**config.mk**
```make
export PLATFORM = sky130hd
export DESIGN_NAME = hybrid_clock_tick_reserve
export DESIGN_NICKNAME = d
export VERILOG_FILES = /design/src/hct_pkg.sv /design/src/hct_ctrl.sv /design/src/hct_dp.sv /design/src/hybrid_clock_tick_reserve.sv
export SDC_FILE = /design/constraint.sdc
export NUM_CORES = 1
export LEC_CHECK = 0
export ABC_AREA = 1
export ABC_CLOCK_PERIOD_IN_PS = 18600
export CAP_MARGIN = 20
export CELL_PAD_IN_SITES_DETAIL_PLACEMENT = 2
export CELL_PAD_IN_SITES_GLOBAL_PLACEMENT = 2
export CORE_ASPECT_RATIO = 0.75
export CORE_UTILIZATION = 41
export DETAILED_ROUTE_END_ITERATION = 8
export DONT_BUFFER_PORTS = 1
export PLACE_DENSITY_LB_ADDON = 0.1
export SLEW_MARGIN = 20
export SYNTH_ARGS = -nofsm -noshare
export SYNTH_HDL_FRONTEND = slang
export SYNTH_HIERARCHICAL = 1
export SYNTH_SLANG_ARGS = --single-unit
```
**constraint.sdc**
```tcl
create_clock -name i_clk -period 18.6 [get_ports i_clk]
set_input_delay 3.72 -clock i_clk [delete_from_list [all_inputs] [get_ports i_clk]]
set_output_delay 3.72 -clock i_clk [all_outputs]
set_load 0.01 [all_outputs]
```
**src/hct_pkg.sv**
```systemverilog
// Shared types and constants for the hybrid clock tick reserve block.
`timescale 1ns / 1ps
package hct_pkg;

    localparam int HCT_NUM_COMPONENTS = 4;

    localparam int COMP_W   = 2;
    localparam int TICK_W   = 31;
    localparam int SECS_W   = 32;
    localparam int INC_W    = 32;
    localparam int TIME_W   = SECS_W + INC_W;
    localparam int MAXINC_W = 31;

    localparam int S_TDATA_W = 136;
    localparam int M_TDATA_W = 64;

    localparam logic [MAXINC_W-1:0] MAX_INC_RESET = 31'h7FFF_FFFF;

    localparam logic KIND_RESERVE = 1'b0;
    localparam logic KIND_ADVANCE = 1'b1;

    typedef enum logic [1:0] {
        S_LOAD,
        S_SYNC,
        S_ADV
    } t_state;

    typedef struct packed {
        logic load;
        logic sync;
        logic commit;
    } t_dp_cmd;

    typedef struct packed {
        logic out_free;
    } t_dp_sts;

endpackage

```
**src/hct_ctrl.sv**
```systemverilog
// Controller state machine sequencing load, sync and advance of one item.
`timescale 1ns / 1ps
module hct_ctrl (
    input  logic              i_clk,
    input  logic              i_rst_n,
    input  logic              i_s_tvalid,
    output logic              o_s_tready,
    input  hct_pkg::t_dp_sts  i_sts,
    output hct_pkg::t_dp_cmd  o_cmd
);
    import hct_pkg::*;

    t_state r_state;
    t_state n_state;

    always_ff @(posedge i_clk) begin
        if (!i_rst_n) begin
            r_state <= S_LOAD;
        end else begin
            r_state <= n_state;
        end
    end

    always_comb begin
        n_state = r_state;
        case (r_state)
            S_LOAD: begin
                if (i_s_tvalid) begin
                    n_state = S_SYNC;
                end
            end
            S_SYNC: begin
                n_state = S_ADV;
            end
            S_ADV: begin
                if (i_sts.out_free) begin
                    n_state = S_LOAD;
                end
            end
            default: begin
                n_state = S_LOAD;
            end
        endcase
    end

    always_comb begin
        o_s_tready   = 1'b0;
        o_cmd.load   = 1'b0;
        o_cmd.sync   = 1'b0;
        o_cmd.commit = 1'b0;
        case (r_state)
            S_LOAD: begin
                o_s_tready = 1'b1;
                o_cmd.load = i_s_tvalid;
            end
            S_SYNC: begin
                o_cmd.sync = 1'b1;
            end
            S_ADV: begin
                o_cmd.commit = i_sts.out_free;
            end
            default: begin
                o_s_tready = 1'b0;
            end
        endcase
    end

endmodule

```
**src/hct_dp.sv**
```systemverilog
// Datapath: clock vector store, sync and tick arithmetic, result register.
`timescale 1ns / 1ps
module hct_dp #(
    parameter int NUM_COMPONENTS = hct_pkg::HCT_NUM_COMPONENTS
) (
    input  logic                            i_clk,
    input  logic                            i_rst_n,
    input  logic                            i_cfg_wr_en,
    input  logic [hct_pkg::MAXINC_W-1:0]    i_cfg_wr_data,
    input  logic [hct_pkg::S_TDATA_W-1:0]   i_s_tdata,
    input  logic                            i_s_tuser,
    output logic                            o_m_tvalid,
    input  logic                            i_m_tready,
    output logic [hct_pkg::M_TDATA_W-1:0]   o_m_tdata,
    output logic                            o_m_tuser,
    input  hct_pkg::t_dp_cmd                i_cmd,
    output hct_pkg::t_dp_sts                o_sts
);
    import hct_pkg::*;

    localparam int IDX_W = (NUM_COMPONENTS > 1) ? $clog2(NUM_COMPONENTS) : 1;
    localparam int EXT_W = IDX_W + COMP_W;

    logic [TIME_W-1:0]   r_store [NUM_COMPONENTS];
    logic [MAXINC_W-1:0] r_max_inc;

    logic                r_kind;
    logic [IDX_W-1:0]    r_idx;
    logic                r_comp_ok;
    logic [TICK_W-1:0]   r_ticks;
    logic [SECS_W-1:0]   r_wall;
    logic [TIME_W-1:0]   r_target;
    logic [TIME_W-1:0]   r_t;
    logic [TIME_W-1:0]   r_base;
    logic                r_jump;
    logic [TICK_W-1:0]   r_step;

    logic                r_out_valid;
    logic [TIME_W-1:0]   r_out_time;
    logic                r_out_jump;

    logic [COMP_W-1:0]   in_comp;
    logic [EXT_W-1:0]    comp_ext;
    logic [IDX_W-1:0]    in_idx;
    logic                in_ok;

    logic [SECS_W-1:0]   t_secs;
    logic [INC_W-1:0]    t_inc;
    logic [INC_W:0]      inc_sum;
    logic [TIME_W-1:0]   n_base;
    logic                n_jump;
    logic [TIME_W-1:0]   first_time;
    logic [TIME_W-1:0]   store_time;

    assign in_comp  = i_s_tdata[COMP_W-1:0];
    assign comp_ext = {{IDX_W{1'b0}}, in_comp};
    assign in_idx   = comp_ext[IDX_W-1:0];
    assign in_ok    = comp_ext < EXT_W'(NUM_COMPONENTS);

    assign t_secs  = r_t[TIME_W-1:INC_W];
    assign t_inc   = r_t[INC_W-1:0];
    assign inc_sum = {1'b0, t_inc} + {2'b00, r_ticks};

    always_comb begin
        n_base = r_t;
        n_jump = 1'b0;
        if (r_kind == KIND_RESERVE) begin
            if (t_secs < r_wall) begin
                n_base = {r_wall, {INC_W{1'b0}}};
                n_jump = 1'b1;
            end else if (inc_sum > {2'b00, r_max_inc}) begin
                n_base = {t_secs + SECS_W'(1), {INC_W{1'b0}}};
                n_jump = 1'b1;
            end
        end else begin
            if (r_target > r_t) begin
                n_base = r_target;
                n_jump = 1'b1;
            end
        end
        if (!r_comp_ok) begin
            n_jump = 1'b0;
        end
    end

    assign first_time = r_base + TIME_W'(1);
    assign store_time = r_base + {{(TIME_W-TICK_W){1'b0}}, r_step};

    always_ff @(posedge i_clk) begin
        if (!i_rst_n) begin
            r_max_inc <= MAX_INC_RESET;
        end else if (i_cfg_wr_en) begin
            r_max_inc <= i_cfg_wr_data;
        end
    end

    always_ff @(posedge i_clk) begin
        if (i_cmd.load) begin
            r_kind    <= i_s_tuser;
            r_idx     <= in_idx;
            r_comp_ok <= in_ok;
            r_ticks   <= i_s_tdata[COMP_W+TICK_W-1:COMP_W];
            r_wall    <= i_s_tdata[COMP_W+TICK_W+SECS_W-1:COMP_W+TICK_W];
            r_target  <= {i_s_tdata[COMP_W+TICK_W+2*SECS_W-1:COMP_W+TICK_W+SECS_W],
                          i_s_tdata[COMP_W+TICK_W+2*SECS_W+INC_W-1:COMP_W+TICK_W+2*SECS_W]};
            r_t       <= in_ok ? r_store[in_idx] : '0;
        end
        if (i_cmd.sync) begin
            r_base <= n_base;
            r_jump <= n_jump;
            r_step <= (r_ticks == '0) ? TICK_W'(1) : r_ticks;
        end
    end

    always_ff @(posedge i_clk) begin
        if (!i_rst_n) begin
            for (int k = 0; k < NUM_COMPONENTS; k++) begin
                r_store[k] <= '0;
            end
        end else if (i_cmd.commit && r_comp_ok) begin
            if (r_kind == KIND_RESERVE) begin
                r_store[r_idx] <= store_time;
            end else begin
                r_store[r_idx] <= r_base;
            end
        end
    end

    always_ff @(posedge i_clk) begin
        if (!i_rst_n) begin
            r_out_valid <= 1'b0;
        end else if (i_cmd.commit) begin
            r_out_valid <= 1'b1;
        end else if (i_m_tready) begin
            r_out_valid <= 1'b0;
        end
    end

    always_ff @(posedge i_clk) begin
        if (i_cmd.commit) begin
            r_out_jump <= r_jump;
            if (!r_comp_ok) begin
                r_out_time <= '0;
            end else if (r_kind == KIND_RESERVE) begin
                r_out_time <= first_time;
            end else begin
                r_out_time <= r_base;
            end
        end
    end

    assign o_sts.out_free = !r_out_valid || i_m_tready;
    assign o_m_tvalid     = r_out_valid;
    assign o_m_tdata      = {r_out_time[INC_W-1:0], r_out_time[TIME_W-1:INC_W]};
    assign o_m_tuser      = r_out_jump;

endmodule

```
**src/hybrid_clock_tick_reserve.sv**
```systemverilog
// Top level: hybrid logical clock vector with tick reservation and advance-to.
// Steps: the load step captures the input, the sync step registers the base time
// and the advance step writes the result register, waiting while the output is
// stalled. A new item is accepted only after the last result has been registered.
// Reset: synchronous, active low; clears every component time to zero and sets
// max_increment to 2^31-1.
`timescale 1ns / 1ps
module hybrid_clock_tick_reserve #(
    parameter int NUM_COMPONENTS = hct_pkg::HCT_NUM_COMPONENTS
) (
    input  logic                            i_clk,
    input  logic                            i_rst_n,
    input  logic                            i_cfg_wr_en,
    input  logic [hct_pkg::MAXINC_W-1:0]    i_cfg_wr_data,
    input  logic                            i_s_tvalid,
    output logic                            o_s_tready,
    // component, tick_count, wall_secs, new_time_secs, new_time_inc, zero pad
    input  logic [hct_pkg::S_TDATA_W-1:0]   i_s_tdata,
    // kind
    input  logic                            i_s_tuser,
    output logic                            o_m_tvalid,
    input  logic                            i_m_tready,
    // time_secs, time_inc
    output logic [hct_pkg::M_TDATA_W-1:0]   o_m_tdata,
    // jumped
    output logic                            o_m_tuser
);
    import hct_pkg::*;

    t_dp_cmd cmd;
    t_dp_sts sts;

    hct_ctrl u_ctrl (
        .i_clk      (i_clk),
        .i_rst_n    (i_rst_n),
        .i_s_tvalid (i_s_tvalid),
        .o_s_tready (o_s_tready),
        .i_sts      (sts),
        .o_cmd      (cmd)
    );

    hct_dp #(
        .NUM_COMPONENTS (NUM_COMPONENTS)
    ) u_dp (
        .i_clk         (i_clk),
        .i_rst_n       (i_rst_n),
        .i_cfg_wr_en   (i_cfg_wr_en),
        .i_cfg_wr_data (i_cfg_wr_data),
        .i_s_tdata     (i_s_tdata),
        .i_s_tuser     (i_s_tuser),
        .o_m_tvalid    (o_m_tvalid),
        .i_m_tready    (i_m_tready),
        .o_m_tdata     (o_m_tdata),
        .o_m_tuser     (o_m_tuser),
        .i_cmd         (cmd),
        .o_sts         (sts)
    );

`ifndef SYNTHESIS
    a_busy_after_transfer: assert property (@(posedge i_clk) disable iff (!i_rst_n)
        (i_s_tvalid && o_s_tready) |=> !o_s_tready)
        else $error("input ready right after a transfer");

    a_result_from_busy: assert property (@(posedge i_clk) disable iff (!i_rst_n)
        $rose(o_m_tvalid) |-> $past(!o_s_tready))
        else $error("result appeared while idle");

    a_reset_state: assert property (@(posedge i_clk)
        !i_rst_n |=> (o_s_tready && !o_m_tvalid))
        else $error("block not idle after reset");
`endif

endmodule
```
==> impl_metrics.yaml <==
power:
  pwr-share-seq_pct: 44.9
  swShare_pct: 30.7
  comb_power_share_pct: 16.3
  netSwitchingPower_w: 0.00121
  ir_drop_v: 0.0000815
  p_leak_nw: 16.4
  internal_power_w: 0.00273
  pwr_density_cell_mw_per_mm2: 100
  power_frac_clock_pct: 38.8
setup_path:
  startpoint: "i_m_tready"
  cp.buffers_inverters: 4
  slowest_stage: "nand2_2"
  crit_arrival_ps: 7610
  worstSetupPathType: "in -> reg"
  cp_max_fo: 65
  crit_family: "simple AND/OR/NAND/NOR gates"
  rr_startpoint: "u_dp/r_t[0]"
  r2r_setup_slack_ps: 11660
  crit_chain: "inv_1 -> nand2_1 -> inv_1 -> nor3_2 -> buf_4 -> nand2_2 -> nor2_1 -> nand2_4 -> nand2_2 -> buf_4"
  start_kind: "input pin"
  max_stage_delay_ps: 930
  end_kind: "flip-flop"
  cp.required_ps: 18870
floorplanning:
  num_rows: 93
  fp.dieH_microns: 258
  die_x_microns: 343
  dieArea_sq_mm: 0.0883
  ioPinCount: 240
  start_util_pct: 41.5
  core_area_sq_mm: 0.0861
routing:
  wl_met2_mm: 65.9
  dr.pass1.iters: 6
  top_layer: "met5"
  wl_met1_mm: 70.7
  wirelength_mm: 149
  drtIter0Drc: 2682
  ant_nets: 0
  drc: 0
  via_per_inst: 5.93
  wl_per_cell_microns: 29.4
  vias: 30100
  route.met3.wl_mm: 9.54
logic_synthesis:
  async_reset_ff_share_pct: 0
  synth_ff_type: "edfxtp_1"
  syn_area_sq_mm: 0.0357
  synth_seq_cells: 645
  yosysUniqueCellTypes: 53
  syn_area_per_cell_sq_um: 9.04
  synth_nets: 4315
  synth_edf_count: 611
  yosys_warnings: 6
  ys_seq_area_share_pct: 53.3
  synth_cells: 3950
global_routing:
  grt_pass1_wl_mm: 216
  grt_usage_pct: 33.4
  grt_pass1_vias: 31600
  grt_remaining_overflow: 0
  grt_max_degree: 131
  antenna_found_initial: 8
timing:
  maxSlewHeadroom_pct: 24.0
  maxSlewViolCount: 0
  fmax_mhz: 136
  rsz0062_at_grt: "false"
  hold_slack_ps: 473
  fin_worst_skew_ps: 30.0
  worst_pin_slew_ps: 1140
  setup_viol_count_final: 0
  fin_crit_ps: 7330
  period_share_pct: 39.4
  finalSetupTns_ps: 0
  hold_viol_final: 0
clock_network:
  hold_buffers: 0
  ctsResizeCount: 0
  cts_tree: "yes"
  cts-root-buf: "clkbuf_16"
  clkSinkCount: 645
  clk_pin_slew_worst_paths_ps: 60
  h-tree-depth: 3
  clock_path_buffers: 3
  clk_latency_ps: 660
  post_cts_buffers: 0
  numCtsBuffers: 73
finish:
  nets: 4246
  layout_commonest_cell: "nand2_1"
  drive_gt1_share_pct: 4.87
  multi_input_area_sq_mm: 0.0141
  nFillCells: 9273
  final_cell_mix: "nand2_1, edfxtp_1, nor2_1, inv_1, nand3_1"
  area_growth_pct: 9.90
  seq_area_sq_mm: 0.0190
min_path:
  holdCritPathClass: "reg -> reg"
  worstHoldStart: "u_dp/r_max_inc[2]"
place:
  io_buffers: 0
  gp_routability_congestion: 0.937
  hpwl_mm: 109
run:
  drv_cap: 0
outcome:
  outcome: "completed"
[power by group through the flow]
stage                     sequential [W]  clock, W  combinational [W]
after floorplan                  0.00176         0           0.000400
after detailed placement         0.00179         0           0.000623
after global placement           0.00179         0           0.000578
after CTS                        0.00177   0.00155           0.000633
final                            0.00177   0.00152           0.000641
after global routing             0.00177   0.00160           0.000697
[cells in the mapped netlist, drive strengths merged, types with 3 or more instances]
cell type | instances | area, sq um
a21boi | 5 | 37.5
a21o | 10 | 75.1
a21oi | 195 | 995
a31oi | 7 | 43.8
and3 | 3 | 18.8
buf | 38 | 210
clkbuf | 134 | 503
clkinv | 3 | 11.3
dfxtp | 34 | 681
edfxtp | 611 | 18300
ha | 190 | 2380
inv | 520 | 1950
nand2 | 664 | 2500
nand3 | 324 | 1660
nand3b | 4 | 30.0
nand4 | 41 | 257
nor2 | 534 | 2020
nor3 | 72 | 387
nor3b | 5 | 37.5
nor4 | 27 | 169
o211ai | 10 | 75.1
o21a | 7 | 52.6
o21ai | 276 | 1390
o21bai | 13 | 97.6
o22ai | 64 | 400
or2 | 3 | 18.8
xnor2 | 17 | 149
xor2 | 123 | 1080
[sequential cells by signal, indices dropped and copies added, names as in the netlist, 2 cells and up]
| name | flops |
|---|---|
| u_dp/r_target | 64 |
| u_dp/r_t | 64 |
| u_dp/r_base | 64 |
| u_dp/r_wall | 32 |
| u_dp/r_ticks | 31 |
| u_dp/r_out_time | 64 |
| u_dp/r_idx | 2 |
| u_dp/r_step | 31 |
| u_dp/r_store | 256 |
| u_dp/r_max_inc | 31 |
| u_ctrl/r_state | 2 |
[worst min-delay path, cell delays in order, from the launching register on]
cell and delay, ps:
dfxtp_1 300, inv_1 60, o21ai_0 70
[through the flow]
step | util [%] | setup WS (ps) | std cells | total power, W | area [sq um]
floorplan | - | 3820 | 3950 | 0.00216 | 35700
global placement | 42.6 | 10230 | 4943 | 0.00237 | 36700
detailed placement | 42.6 | 9950 | 4943 | 0.00242 | 36700
CTS | 45.5 | 10630 | 5076 | 0.00395 | 39200
global route | 45.6 | 11070 | 5079 | 0.00406 | 39300
finish | 45.6 | 11270 | 5080 | 0.00393 | 39300
[worst paths after layout]
path	end	cells after the start
min reg2reg	u_dp/r_max_inc[2]	2
max reg2reg	u_dp/r_base[46]	27
min	u_dp/r_max_inc[2]	2
max	u_dp/r_store[1][25]	10
[kinds of logic (layout without fill, tap and decap cells)]
group | after synthesis | count (layout) | synth area share [%]
compound gates | 597 | 597 | 9.08
simple gates | 1680 | 1680 | 19.9
other cells | 0 | 1 | 0
buf+inv | 695 | 684 | 7.49
flops | 645 | 645 | 53.3
fa+ha+maj | 192 | 192 | 6.77
mux | 1 | 1 | 0.0280
xor+xnor | 140 | 140 | 3.43
[cell type report]
| cell class | count | area share, % |
|---|---|---|
| clock buffers | 90 | 5.05 |
| well taps | 1140 | 3.63 |
| clock inverters | 43 | 1.27 |
| diodes | 1 | 0.00637 |
| flip-flops and latches | 645 | 48.5 |
| multi-input cells | 2610 | 35.9 |
| repair buffers | 28 | 0.656 |
| inverters | 523 | 5.01 |
[layer usage]
layer | up-vias | GRT usage (%)
li1 | 13200 | -
met1 | 15700 | 50.3
met2 | 995 | 51.0
met3 | 182 | 4.24
met4 | 4 | 7.28
met5 | - | 0
Power figures use the tool's default switching activity.
